### src/hdl/dbb_pkg.sv
// dbb_pkg: types, codes and reset values shared by the dash button/buzzer controller
// no dependencies; compiled first

package dbb_pkg;

	// action codes
	localparam logic [1:0] ACT_POLL      = 2'd0;
	localparam logic [1:0] ACT_READY_OFF = 2'd1;
	localparam logic [1:0] ACT_READY_ON  = 2'd2;

	// pack state classes
	localparam logic [1:0] PACK_OTHER     = 2'd0;
	localparam logic [1:0] PACK_ENERGIZED = 2'd1;
	localparam logic [1:0] PACK_DRIVE     = 2'd2;
	localparam logic [1:0] PACK_UNUSED    = 2'd3;

	// indicator colours
	localparam logic [1:0] COLOUR_RED    = 2'd0;
	localparam logic [1:0] COLOUR_YELLOW = 2'd1;
	localparam logic [1:0] COLOUR_GREEN  = 2'd2;

	// button byte bit positions
	localparam int unsigned BTN_READY = 1;
	localparam int unsigned BTN_AUTO  = 2;
	localparam logic [7:0] SWITCH_MASK = 8'hE0;

	// configuration register indexes
	localparam int unsigned CFG_IDX_W = 2;
	localparam int unsigned CFG_DATA_W = 16;
	localparam logic [CFG_IDX_W-1:0] REG_BRAKE_MIN     = 2'd0;
	localparam logic [CFG_IDX_W-1:0] REG_HOLD_MS       = 2'd1;
	localparam logic [CFG_IDX_W-1:0] REG_ENTER_BUZZ_MS = 2'd2;
	localparam logic [CFG_IDX_W-1:0] REG_EXIT_BUZZ_MS  = 2'd3;

	// register reset values
	localparam logic [7:0]  BRAKE_MIN_RST     = 8'd20;
	localparam logic [15:0] HOLD_MS_RST       = 16'd2000;
	localparam logic [15:0] ENTER_BUZZ_MS_RST = 16'd2000;
	localparam logic [15:0] EXIT_BUZZ_MS_RST  = 16'd500;

	typedef struct packed {
		logic [7:0]  brake_min;
		logic [15:0] hold_ms;
		logic [15:0] enter_buzz_ms;
		logic [15:0] exit_buzz_ms;
	} cfg_t;

	typedef struct packed {
		logic [1:0]  action;
		logic [31:0] now_ms;
		logic [7:0]  buttons;
		logic [7:0]  brake_pos;
		logic        inverter_on;
		logic [1:0]  pack_class;
		logic        pack_fault;
	} poll_t;

	typedef struct packed {
		logic [7:0] status_byte;
		logic       ready_frame_sent;
		logic       buzzer_n;
		logic       fault_lamp;
		logic [1:0] ready_colour;
		logic       ready_flag;
	} result_t;

endpackage

### src/hdl/dbb_if.sv
// dbb_poll_if / dbb_result_if: valid/ready channels for poll and result beats
// depends on dbb_pkg

interface dbb_poll_if;
	import dbb_pkg::*;

	logic  valid;
	logic  ready;
	poll_t data;

	modport source (output valid, output data, input ready);
	modport sink (input valid, input data, output ready);
	modport monitor (input valid, input data, input ready);
endinterface

interface dbb_result_if;
	import dbb_pkg::*;

	logic    valid;
	logic    ready;
	result_t data;

	modport source (output valid, output data, input ready);
	modport sink (input valid, input data, output ready);
	modport monitor (input valid, input data, input ready);
endinterface

### src/hdl/dash_button_buzzer_controller_top.sv
// dash_button_buzzer_controller_top: input register, controller core, result register
// depends on dbb_pkg, dbb_if, dbb_cfg_regs, dbb_core
// path: a poll beat waits in the input register, its result beat in the result register
// throughput: one beat per cycle unless stalled; input register fills while result waits
// reset: arst_n clears registers to their reset values, state to zero, no beats in flight

module dash_button_buzzer_controller_top (
	input  logic                           clk,
	input  logic                           arst_n,
	dbb_poll_if.sink                       poll,
	dbb_result_if.source                   result,
	input  logic                           cfg_we,
	input  logic [dbb_pkg::CFG_IDX_W-1:0]  cfg_index,
	input  logic [dbb_pkg::CFG_DATA_W-1:0] cfg_data
);
	import dbb_pkg::*;

	cfg_t    cfg;
	poll_t   item_s1;
	logic    valid_s1;
	result_t res_d;
	result_t res_s2;
	logic    valid_s2;
	logic    adv;

	assign adv        = valid_s1 && (!valid_s2 || result.ready);
	assign poll.ready = !valid_s1 || adv;

	dbb_cfg_regs u_cfg (
		.clk       (clk),
		.arst_n    (arst_n),
		.cfg_we    (cfg_we),
		.cfg_index (cfg_index),
		.cfg_data  (cfg_data),
		.cfg       (cfg)
	);

	dbb_core u_core (
		.clk    (clk),
		.arst_n (arst_n),
		.adv    (adv),
		.item   (item_s1),
		.cfg    (cfg),
		.res    (res_d)
	);

	always_ff @(posedge clk or negedge arst_n) begin
		if (!arst_n) begin
			valid_s1 <= 1'b0;
			valid_s2 <= 1'b0;
		end else begin
			if (poll.ready) begin
				valid_s1 <= poll.valid;
			end
			if (adv) begin
				valid_s2 <= 1'b1;
			end else if (result.ready) begin
				valid_s2 <= 1'b0;
			end
		end
	end

	always_ff @(posedge clk) begin
		if (poll.valid && poll.ready) begin
			item_s1 <= poll.data;
		end
		if (adv) begin
			res_s2 <= res_d;
		end
	end

	assign result.valid = valid_s2;
	assign result.data  = res_s2;

endmodule

### src/hdl/dbb_cfg_regs.sv
// dbb_cfg_regs: configuration register file with write port
// depends on dbb_pkg

module dbb_cfg_regs (
	input  logic                           clk,
	input  logic                           arst_n,
	input  logic                           cfg_we,
	input  logic [dbb_pkg::CFG_IDX_W-1:0]  cfg_index,
	input  logic [dbb_pkg::CFG_DATA_W-1:0] cfg_data,
	output dbb_pkg::cfg_t                  cfg
);
	import dbb_pkg::*;

	cfg_t cfg_q;

	always_ff @(posedge clk or negedge arst_n) begin
		if (!arst_n) begin
			cfg_q.brake_min     <= BRAKE_MIN_RST;
			cfg_q.hold_ms       <= HOLD_MS_RST;
			cfg_q.enter_buzz_ms <= ENTER_BUZZ_MS_RST;
			cfg_q.exit_buzz_ms  <= EXIT_BUZZ_MS_RST;
		end else if (cfg_we) begin
			unique case (cfg_index)
				REG_BRAKE_MIN:     cfg_q.brake_min     <= cfg_data[7:0];
				REG_HOLD_MS:       cfg_q.hold_ms       <= cfg_data;
				REG_ENTER_BUZZ_MS: cfg_q.enter_buzz_ms <= cfg_data;
				REG_EXIT_BUZZ_MS:  cfg_q.exit_buzz_ms  <= cfg_data;
				default: ;
			endcase
		end
	end

	assign cfg = cfg_q;

endmodule

### src/hdl/dbb_core.sv
// dbb_core: controller state and the single-pass next-state and result logic
// depends on dbb_pkg

module dbb_core (
	input  logic            clk,
	input  logic            arst_n,
	input  logic            adv,
	input  dbb_pkg::poll_t  item,
	input  dbb_pkg::cfg_t   cfg,
	output dbb_pkg::result_t res
);
	import dbb_pkg::*;

	logic [1:0]  last_pack_q, last_pack_d;
	logic [31:0] ready_start_q, ready_start_d;
	logic [31:0] auto_start_q, auto_start_d;
	logic        ready_req_q, ready_req_d;
	logic        auto_on_q, auto_on_d;
	logic        entered_q, entered_d;
	logic        exited_q, exited_d;
	logic [31:0] enter_start_q, enter_start_d;
	logic [31:0] exit_start_q, exit_start_d;

	logic [1:0]  cur;
	logic [1:0]  colour;
	logic [31:0] ready_age, auto_age, enter_age, exit_age;
	logic        frame, buz, end_enter, end_exit;

	always_comb begin
		last_pack_d   = last_pack_q;
		ready_start_d = ready_start_q;
		auto_start_d  = auto_start_q;
		ready_req_d   = ready_req_q;
		auto_on_d     = auto_on_q;
		entered_d     = entered_q;
		exited_d      = exited_q;
		enter_start_d = enter_start_q;
		exit_start_d  = exit_start_q;
		frame         = 1'b0;
		buz           = 1'b1;
		colour        = COLOUR_RED;
		end_enter     = 1'b0;
		end_exit      = 1'b0;
		cur           = (item.pack_class == PACK_UNUSED) ? PACK_OTHER : item.pack_class;
		ready_age     = item.now_ms - ready_start_q;
		auto_age      = item.now_ms - auto_start_q;
		enter_age     = 32'd0;
		exit_age      = 32'd0;
		res           = '0;

		if (item.action != ACT_POLL) begin
			if (item.action == ACT_READY_OFF) begin
				ready_req_d = 1'b0;
			end else if (item.action == ACT_READY_ON) begin
				ready_req_d = 1'b1;
			end
			res.buzzer_n   = 1'b1;
			res.ready_flag = ready_req_d;
		end else begin
			last_pack_d = cur;
			if (last_pack_q == PACK_ENERGIZED && cur == PACK_DRIVE) begin
				entered_d = 1'b1;
			end else if (last_pack_q == PACK_DRIVE && cur == PACK_ENERGIZED) begin
				exited_d = 1'b1;
			end

			if (cur == PACK_DRIVE) begin
				colour = item.inverter_on ? COLOUR_GREEN : COLOUR_YELLOW;
			end else if (cur == PACK_ENERGIZED) begin
				colour = COLOUR_YELLOW;
			end

			// ready button hold
			if (item.buttons[BTN_READY]) begin
				if (ready_age >= {16'd0, cfg.hold_ms} && item.brake_pos >= cfg.brake_min &&
				    (cur == PACK_ENERGIZED || cur == PACK_DRIVE)) begin
					ready_req_d   = (cur == PACK_ENERGIZED);
					frame         = 1'b1;
					ready_start_d = item.now_ms;
				end
			end else begin
				ready_start_d = item.now_ms;
			end

			// auto button hold
			if (item.buttons[BTN_AUTO]) begin
				if (auto_age >= {16'd0, cfg.hold_ms}) begin
					auto_on_d    = !auto_on_q;
					auto_start_d = item.now_ms;
				end
			end else begin
				auto_start_d = item.now_ms;
			end

			// buzzer timing, zero start means idle
			if (entered_d && cur == PACK_DRIVE && item.inverter_on) begin
				if (enter_start_q == 32'd0) begin
					enter_start_d = item.now_ms;
				end
				buz = 1'b0;
			end else if (exited_d && cur == PACK_ENERGIZED && !item.inverter_on) begin
				if (exit_start_q == 32'd0) begin
					exit_start_d = item.now_ms;
				end
				buz = 1'b0;
			end
			enter_age = item.now_ms - enter_start_d;
			exit_age  = item.now_ms - exit_start_d;
			end_enter = (enter_start_d != 32'd0) && (enter_age >= {16'd0, cfg.enter_buzz_ms});
			end_exit  = (exit_start_d != 32'd0) && (exit_age >= {16'd0, cfg.exit_buzz_ms});
			if (end_enter || end_exit) begin
				enter_start_d = 32'd0;
				exit_start_d  = 32'd0;
				entered_d     = 1'b0;
				exited_d      = 1'b0;
				buz           = 1'b1;
			end

			res.status_byte      = (item.buttons & SWITCH_MASK) |
			                       {5'd0, auto_on_d, ready_req_d, buz};
			res.ready_frame_sent = frame;
			res.buzzer_n         = buz;
			res.fault_lamp       = !item.pack_fault;
			res.ready_colour     = colour;
			res.ready_flag       = ready_req_d;
		end
	end

	always_ff @(posedge clk or negedge arst_n) begin
		if (!arst_n) begin
			last_pack_q   <= PACK_OTHER;
			ready_start_q <= 32'd0;
			auto_start_q  <= 32'd0;
			ready_req_q   <= 1'b0;
			auto_on_q     <= 1'b0;
			entered_q     <= 1'b0;
			exited_q      <= 1'b0;
			enter_start_q <= 32'd0;
			exit_start_q  <= 32'd0;
		end else if (adv) begin
			last_pack_q   <= last_pack_d;
			ready_start_q <= ready_start_d;
			auto_start_q  <= auto_start_d;
			ready_req_q   <= ready_req_d;
			auto_on_q     <= auto_on_d;
			entered_q     <= entered_d;
			exited_q      <= exited_d;
			enter_start_q <= enter_start_d;
			exit_start_q  <= exit_start_d;
		end
	end

endmodule

### src/flat_wrapper.sv
// flat-port wrapper written by rule: the top's interface ports become plain ports
module dash_button_buzzer_controller_top_flat import dbb_pkg::*;
  (clk, arst_n, cfg_we, cfg_index, cfg_data, poll_valid, poll_data, poll_ready, result_valid, result_data, result_ready);
  dbb_poll_if poll_i ();
  dbb_result_if result_i ();
  input  logic clk;
  input  logic arst_n;
  input  logic cfg_we;
  input  logic [dbb_pkg::CFG_IDX_W-1:0] cfg_index;
  input  logic [dbb_pkg::CFG_DATA_W-1:0] cfg_data;
  input wire logic [$bits(poll_i.valid)-1:0] poll_valid;
  input wire logic [$bits(poll_i.data)-1:0] poll_data;
  output wire logic [$bits(poll_i.ready)-1:0] poll_ready;
  output wire logic [$bits(result_i.valid)-1:0] result_valid;
  output wire logic [$bits(result_i.data)-1:0] result_data;
  input wire logic [$bits(result_i.ready)-1:0] result_ready;
  assign poll_i.valid = poll_valid;
  assign poll_i.data = poll_data;
  assign poll_ready = poll_i.ready;
  assign result_valid = result_i.valid;
  assign result_data = result_i.data;
  assign result_i.ready = result_ready;
  dash_button_buzzer_controller_top u_core (.clk(clk), .arst_n(arst_n), .poll(poll_i), .result(result_i), .cfg_we(cfg_we), .cfg_index(cfg_index), .cfg_data(cfg_data));
endmodule
### config.mk
export PLATFORM = sky130hd
export DESIGN_NAME = dash_button_buzzer_controller_top_flat
export DESIGN_NICKNAME = d
export VERILOG_FILES = /design/src/hdl/dbb_pkg.sv /design/src/hdl/dbb_if.sv /design/src/hdl/dash_button_buzzer_controller_top.sv /design/src/hdl/dbb_cfg_regs.sv /design/src/hdl/dbb_core.sv /design/src/flat_wrapper.sv
export SDC_FILE = /design/constraint.sdc
export NUM_CORES = 1
export LEC_CHECK = 0
export BUFFER_PORTS_ARGS = -buffer_cell sky130_fd_sc_hd__buf_2
export CAP_MARGIN = 40
export CORE_MARGIN = 8
export CORE_UTILIZATION = 36
export DETAILED_ROUTE_END_ITERATION = 8
export GPL_ROUTABILITY_DRIVEN = 0
export MAX_ROUTING_LAYER = met4
export PLACE_DENSITY_LB_ADDON = 0.25
export SYNTH_ARGS = -nofsm -noshare
export SYNTH_HDL_FRONTEND = slang
export SYNTH_SLANG_ARGS = --single-unit
### constraint.sdc
create_clock -name clk -period 7.45 [get_ports clk]
set_input_delay 0 -clock clk [delete_from_list [all_inputs] [get_ports clk]]
set_output_delay 0 -clock clk [all_outputs]
set_load 0.005 [all_outputs]
Yosys cells after proc, flatten, opt, wreduce, memory -nomap -nowiden
Index checks and enable logic that the tools add are counted.

storage, ports and cells
  bits in registers = 260
  bits in latches = 0
  bits in writable memories = 0
  bits in read-only memories = 0
  input port bits = 77
  output and inout port bits = 16
  logic and storage cells = 128
  memories = 0

operators by class
  add/subtract/negate cells = 4
  multipliers = 0
  divide/modulo/power cells = 0
  order comparisons = 5
  equal/unequal tests = 12
  shifts and indexed selects = 0
  mux-type cells = 40
  bitwise gates (word level) = 3
  reduce and logical (&&, ||, !) cells = 36

operators with widths
  kind                  count
  $mux W32              13
  $ge A32 B16 Y1        4
  $sub A32 B32 Y32      4
  $logic_not A32 Y1     2
  $reduce_bool A32 Y1   2
  $mux W1               24
  $eq A2 B2 Y1 const B  6
  $logic_and A1 B1 Y1   12
  $reduce_and A2 Y1     5
  $eq A2 B1 Y1 const B  4
  $ge A8 B8 Y1          1
  $or A8 B3 Y8          1
  $mux W2               3
  $reduce_and A3 Y1     2
  $logic_not A1 Y1      5
  $logic_or A1 B1 Y1    4
  $ne A2 B2 Y1 const B  2
  $reduce_bool A2 Y1    2
  $logic_not A2 Y1      1
  $not A1 Y1            2
  $reduce_or A2 Y1      1

Longest topological paths before layout
  depth in word-level cells = 19
  depth in mapped cells = 35
  mapped depth without buffers = 29

Cells and area by module
From an unflattened synthesis, not the netlist that was laid out.

second synthesis, totals
  cell total of the unflattened synthesis = 2137
  area, all modules = 20169.3 sq um

by module, submodules not included
  module                             instances  cells each  area an instance (sq um)  seq. area each (sq um)
  dbb_core                           1          1942        15889.0                   3353.2
  dash_button_buzzer_controller_top  1          76          2145.8                    2092.0
  dbb_cfg_regs                       1          119         2134.5                    1426.4

Least setup slack after synthesis
No wires, ideal clock.

  kind = flip-flop to flip-flop
  start point = reg u_core.item_s1[2] (netlist bit)
  end point = reg u_core.res_s2 (netlist bit u_core.result.data[4]), data pin
  library setup time = 0.270 ns
  arrival time = 6.369 ns
  data required time = 7.180 ns
  path slack = 0.812 ns
  stages on the path, launching flop included = 36
  path buffers = 6
  clock period less this slack = 6.638 ns
  cells stage by stage = edfxtp_1 -> inv_1 -> ha_1 -> nor2b_1 -> o2111ai_1 -> nor3_2 -> buf_2 -> clkbuf_1 -> buf_1 -> a21o_1 -> ha_1 -> inv_1 -> ha_1 -> clkbuf_1 -> inv_1 -> and3_1 -> o21ai_0 -> maj3_1 -> a21boi_0 -> or2_2 -> nor3_1 -> a21oi_1 -> o21ai_0 -> xor2_1 -> ha_1 -> nand4_1 -> o21ai_0 -> o21ai_0 -> o211ai_1 -> a211oi_2 -> nand4b_1 -> a2111oi_2 -> a41oi_2 -> buf_4 -> buf_6 -> nand4b_4

on the way
  cells in the longest elaborated chain, start to end = 18
  elaborated cells between the ends (all ways) = 33
  those cells by class = add/sub: 2; order compare: 2; eq/ne: 3; mux: 15; reduce/logical: 11

ends and longest elaborated chain
  what                      line                                     RTL
  start, declared           dash_button_buzzer_controller_top.sv:19  poll_t item_s1;
  start signal, assigned    dash_button_buzzer_controller_top.sv:65  item_s1 <= poll.data;
  $eq A2 B2 Y1 *            dbb_core.sv:44                           cur = (item.pack_class == PACK_UNUSED) ? PACK_OTHER : item.pack_class;
  $mux W2 *                 dbb_core.sv:44
  via u_core.u_core.cur[0]  dbb_core.sv:24                           logic [1:0] cur;
  $eq A2 B1 Y1              dbb_core.sv:63, dbb_core.sv:101
  $logic_and A1 B1 Y1       dbb_core.sv:63                           end else if (last_pack_q == PACK_DRIVE && cur == PACK_ENERGIZED) begin
  $mux W1                   dbb_core.sv:63
  $mux W1                   dbb_core.sv:61                           if (last_pack_q == PACK_ENERGIZED && cur == PACK_DRIVE) begin
  $mux W1                   dbb_core.sv:51                           if (item.action != ACT_POLL) begin
  (+3 left out)             --
  $mux W32                  dbb_core.sv:96                           if (entered_d && cur == PACK_DRIVE && item.inverter_on) begin
  $mux W32                  dbb_core.sv:51
  $sub A32 B32 Y32          dbb_core.sv:108                          exit_age = item.now_ms - exit_start_d;
  $ge A32 B16 Y1            dbb_core.sv:110                          end_exit = (exit_start_d != 32'd0) && (exit_age >= {16'd0, cfg.exit_buzz_ms});
  $logic_and A1 B1 Y1       dbb_core.sv:110
  $logic_or A1 B1 Y1        dbb_core.sv:111                          if (end_enter || end_exit) begin
  $mux W1 *                 dbb_core.sv:111
  $mux W1 *                 dbb_core.sv:51
  end signal, assigned      dash_button_buzzer_controller_top.sv:68  res_s2 <= res_d;
  end, declared             dash_button_buzzer_controller_top.sv:22  result_t res_s2;

The timed path passes the listed nets; every way through them passes the cells marked *. The select of a mux whose other input is x is not followed.
A chain may end at the register's enable or synchronous reset.

Worst setup path in the final report
  start point = reg u_core.u_core.exit_start_q[24]
  end point = reg u_core.u_core.enter_start_q[21]

on the way
  cells in the longest elaborated chain, start to end = 10
  elaborated cells between the ends (all ways) = 11
  those cells by class = add/sub: 1; order compare: 1; mux: 5; reduce/logical: 4

ends and longest elaborated chain
  what                    line             RTL
  start, declared         dbb_core.sv:22   logic [31:0] exit_start_q, exit_start_d;
  start signal, assigned  dbb_core.sv:149  exit_start_q <= exit_start_d;
  $logic_not A32 Y1       dbb_core.sv:102  if (exit_start_q == 32'd0) begin
  $mux W32                dbb_core.sv:102
  $mux W32                dbb_core.sv:101  end else if (exited_d && cur == PACK_ENERGIZED && !item.inverter_on) begin
  $mux W32 *              dbb_core.sv:96
  $mux W32 *              dbb_core.sv:51
  $sub A32 B32 Y32        dbb_core.sv:108
  $ge A32 B16 Y1          dbb_core.sv:110
  $logic_and A1 B1 Y1 *   dbb_core.sv:110
  $logic_or A1 B1 Y1 *    dbb_core.sv:111
  $mux W32 *              dbb_core.sv:111
  end signal, assigned    dbb_core.sv:148  enter_start_q <= enter_start_d;
  end, declared           dbb_core.sv:21   logic [31:0] enter_start_q, enter_start_d;

Mark *: on every way between the ends. The rest lies on a longest branch, timed or not. The select of a mux whose other input is x is not followed.

==> results.tsv <==
stage	metric	value	unit
detailed_routing	DR WL/cell	20.2	µm
timing	final setup fails	0	
hold_path	Hold WC Path Type	input pin to async pin	
setup_path	FF-to-FF Start	u_core.u_core.exit_start_q[24]	
global_route	initial antenna violation count	0	
finish	commonest cells after routing, fill and taps aside	235 x nand2_1, 233 x a21oi_1, 186 x ha_1, 172 x dfrtp_1, 171 x inv_1	
setup_path	CP Capture Type	register	
clock_tree	H-Tree Depth	1	
floorplan	die footprint	0.0664	mm²
synth	synthesized cell area	0.0210	mm²
setup_path	CP max-delay cell	nor4_1	
synth	Synth Flop Type	dfrtp_1	
setup_path	CP Launch Type	register	
power_and_ir_drop	maximum vdd drop	0.254	mV
detailed_routing	DRC violations left	0	
synth	Ys Warns	0	
setup_path	worst setup path startpoint	u_core.u_core.exit_start_q[24]	
finish	area of the multi-input gates	0.0132	mm²
outcome	status	completed	
setup_path	CP required	7.94	ns
power_and_ir_drop	Total Power	6270	µW
global_route	GRT Overall Usage	0.207	
timing	Final Hold Vio Count	0	
power_and_ir_drop	pwr/cell area	256	mW/mm²
setup_path	Max FO, Critical Path	41	
floorplan	DIE HEIGHT	258	µm
clock_tree	Post CTS Setup Buffer Count	0	
timing	clock period minus worst slack	7.01	ns
power_and_ir_drop	Seq pwr share	0.284	
global_route	largest net degree at the start of global routing	89	
clock_tree	Num CTS Buffers	31	
flow_run	number of max-cap violations	0	
detailed_routing	via count	19900	
synth	synthesized instance count	2469	
clock_tree	Reg clk slew, reported paths	0.06	ns
power_and_ir_drop	switching power	2480	µW
setup_path	CP dominant cell by count	o21ai_0	
global_route	first-pass GRT wire length	109	mm
setup_path	Reg2Reg Setup Slack	0.44	ns
power_and_ir_drop	Sw Share	0.396	
finish	Final Util	0.424	
timing	fin crit share	0.941	
place	DP HPWL	49.9	mm
synth	Yosys reg bits	255	
clock_tree	clock buffer depth	3	
floorplan	Cell Rows	88	
detailed_routing	DR pass1 iterations	5	
detailed_routing	post-DR vias/cell	5.85	
synth	register area share after synthesis	0.320	
floorplan	I/O pins	93	
synth	Post-Syn Area per Cell	8.52	µm²
setup_path	r2r worst-path depth	28	
finish	post-route cell area	0.0245	mm²
clock_tree	clock latency on the worst-skew pair	0.59	ns
timing	Fmax achieved	0.143	GHz
detailed_routing	Initial DRC Count	1835	
finish	area delta synth->final	16.4	%
setup_path	crit-path max cell delay	0.66	ns
finish	most common cell after layout, fill and taps aside	nand2_1	
finish	fin nets	2873	
timing	RSZ-0062 raised after global routing	no	
power_and_ir_drop	Comb pwr share	0.448	
setup_path	FF-to-FF End	u_core.u_core.enter_start_q[21]	
floorplan	initial core utilization	0.364	
clock_tree	Root Driver	clkbuf_16	
clock_tree	Sink Count	255	
setup_path	kind of critical path	register to register	
finish	layout cell share with drive strength beyond 1	0.134	
place	port bufs	87	
timing	clk_skew	0.00852	ns
power_and_ir_drop	cell-internal power	3790	µW
global_route	GRT overflow	0	
timing	final slew viol count	0	
floorplan	die width	258	µm
power_and_ir_drop	Leakage	0.0106	µW
place	Placement Cell Area	0.0225	mm²
timing	Worst Tran Pin Value	1.01	ns
timing	max_slew headroom	0.329	
finish	# fillers	5665	
setup_path	Crit path max-delay family	compound AO/OA/AOI/OAI gates	
synth	EDFF count, synth	63	
detailed_routing	Routed WL	68.7	mm
timing	Setup TNS	0	ns
global_route	vias in the first global route	19000	
power_and_ir_drop	clock power share	0.268	
finish	FF/Latch Area	0.00672	mm²
setup_path	buffer and inverter count on the worst path	3	
setup_path	Arr. time, crit path	7.50	ns
setup_path	Worst path depth	28	
synth	ys async rst share	0.753	
detailed_routing	antenna-violating nets left	0	
clock_tree	CTS tree	done	
floorplan	core box area	0.0577	mm²
synth	Unique masters post-synth	95	
finish	Diodes inserted	0	
-- registers in the layout (all words and copies together) (netlist names) --
signal,flops
u_core.u_core.exited_q,1
u_core.u_core.last_pack_q,2
u_core.u_core.exit_start_q,32
u_core.u_core.ready_req_q,1
u_core.u_core.ready_start_q,32
u_core.item_s1,51
u_core.u_core.entered_q,1
u_core.valid_s1,1
u_core.result.data,12
u_core.u_core.enter_start_q,32
u_core.result.valid,1
u_core.u_cfg.cfg,56
u_core.u_core.auto_on_q,1
u_core.u_core.auto_start_q,32
-- cell type report --
type,count,area share
multi-input cells,1918,0.540
flip-flops and latches,255,0.275
repair buffers,230,0.0734
well taps,765,0.0391
clock buffers,40,0.0361
inverters,171,0.0262
clock inverters,18,0.0103
-- worst max-delay path by stage --
stage / slack, ns / endpoint
finish: 0.44 / u_core.u_core.enter_start_q[21]
global route: 0.02 / u_core.u_core.exit_start_q[26]
CTS: 0.60 / u_core.u_core.enter_start_q[23]
detailed placement: 0.64 / u_core.u_core.enter_start_q[21]
global placement: 0.75 / u_core.u_core.enter_start_q[22]
floorplan: 0.81 / u_core.result.data[4]
-- cells by family (layout without fill, tap and decap cells) --
family	Yosys count	in the layout	share of synthesized area
compound gates	749	749	0.232
xor+xnor	81	81	0.0337
fa+ha+maj	195	195	0.117
buf+inv	297	459	0.0552
flops	255	255	0.320
mux	92	92	0.0487
other cells	1	2	0.000178
simple gates	799	799	0.194
-- metrics by stage --
stage | std cells | hold slack [ns] | setup WS, ns
2_1_floorplan | 2470 | -0.296 | 0.812
3_3_place_gp | 3248 | 0.119 | 0.747
3_5_place_dp | 3253 | 0.128 | 0.639
4_1_cts | 3396 | 0.0814 | 0.599
5_1_grt | 3397 | 0.0919 | 0.0215
6_report | 3397 | 0.0610 | 0.440
-- power groups by stage --
stage	clock, µW	sequential, µW	combinational (µW)
2_1_floorplan	0	1760	1960
3_3_place_gp	0	1790	2630
3_5_place_dp	0	1800	2710
4_1_cts	1720	1780	2770
5_1_grt	1780	1810	3110
6_report	1680	1780	2810
-- worst register-to-register path: cells and delay by family (launching register included) --
kind            cells  cell delay [ns]
fa+ha+maj           4             1.24
buf+inv             3             0.54
flops               1             0.39
xor+xnor            1             0.27
compound gates     12             2.58
simple gates        8             1.92
-- Yosys cell counts (12+ instances only) --
cell type / number / share of area
a211oi_1: 18 / 0.0064
a21o_1: 78 / 0.028
a21oi_1: 234 / 0.056
a31oi_1: 22 / 0.0065
and2_1: 14 / 0.0042
and3_1: 65 / 0.019
clkbuf_1: 106 / 0.019
dfrtp_1: 172 / 0.20
dfstp_2: 20 / 0.025
edfxtp_1: 63 / 0.090
ha_1: 186 / 0.11
inv_1: 171 / 0.031
mux2_2: 82 / 0.044
nand2_1: 236 / 0.042
nand2b_1: 38 / 0.011
nand3_1: 47 / 0.011
nand4_1: 71 / 0.021
nor2_1: 153 / 0.027
nor2b_1: 31 / 0.0092
nor3_1: 45 / 0.011
nor4_1: 31 / 0.0092
o211ai_1: 30 / 0.011
o21a_1: 27 / 0.0096
o21ai_0: 150 / 0.036
o21ai_1: 20 / 0.0048
o21bai_1: 21 / 0.0075
o311ai_1: 23 / 0.0096
or3_1: 12 / 0.0036
xnor2_1: 44 / 0.018
xor2_1: 37 / 0.015
-- layer usage --
metal / vias to the layer above / GRT usage / wire length [µm]
met5: - / - / 0
met4: 0 / 0.0536 / 2000
met3: 128 / 0.0327 / 4880
met2: 748 / 0.312 / 29800
met1: 9612 / 0.287 / 32000
li1: 9381 / - / -
-- what timing repair did --
action | in CTS | in global routing
endpoints found under the setup margin | 0 | 0
endpoints found under the hold margin | 195 | 0
hold buffers | 85 | 0
resized for setup | 0 | 0
Power figures use the tool's default switching activity.
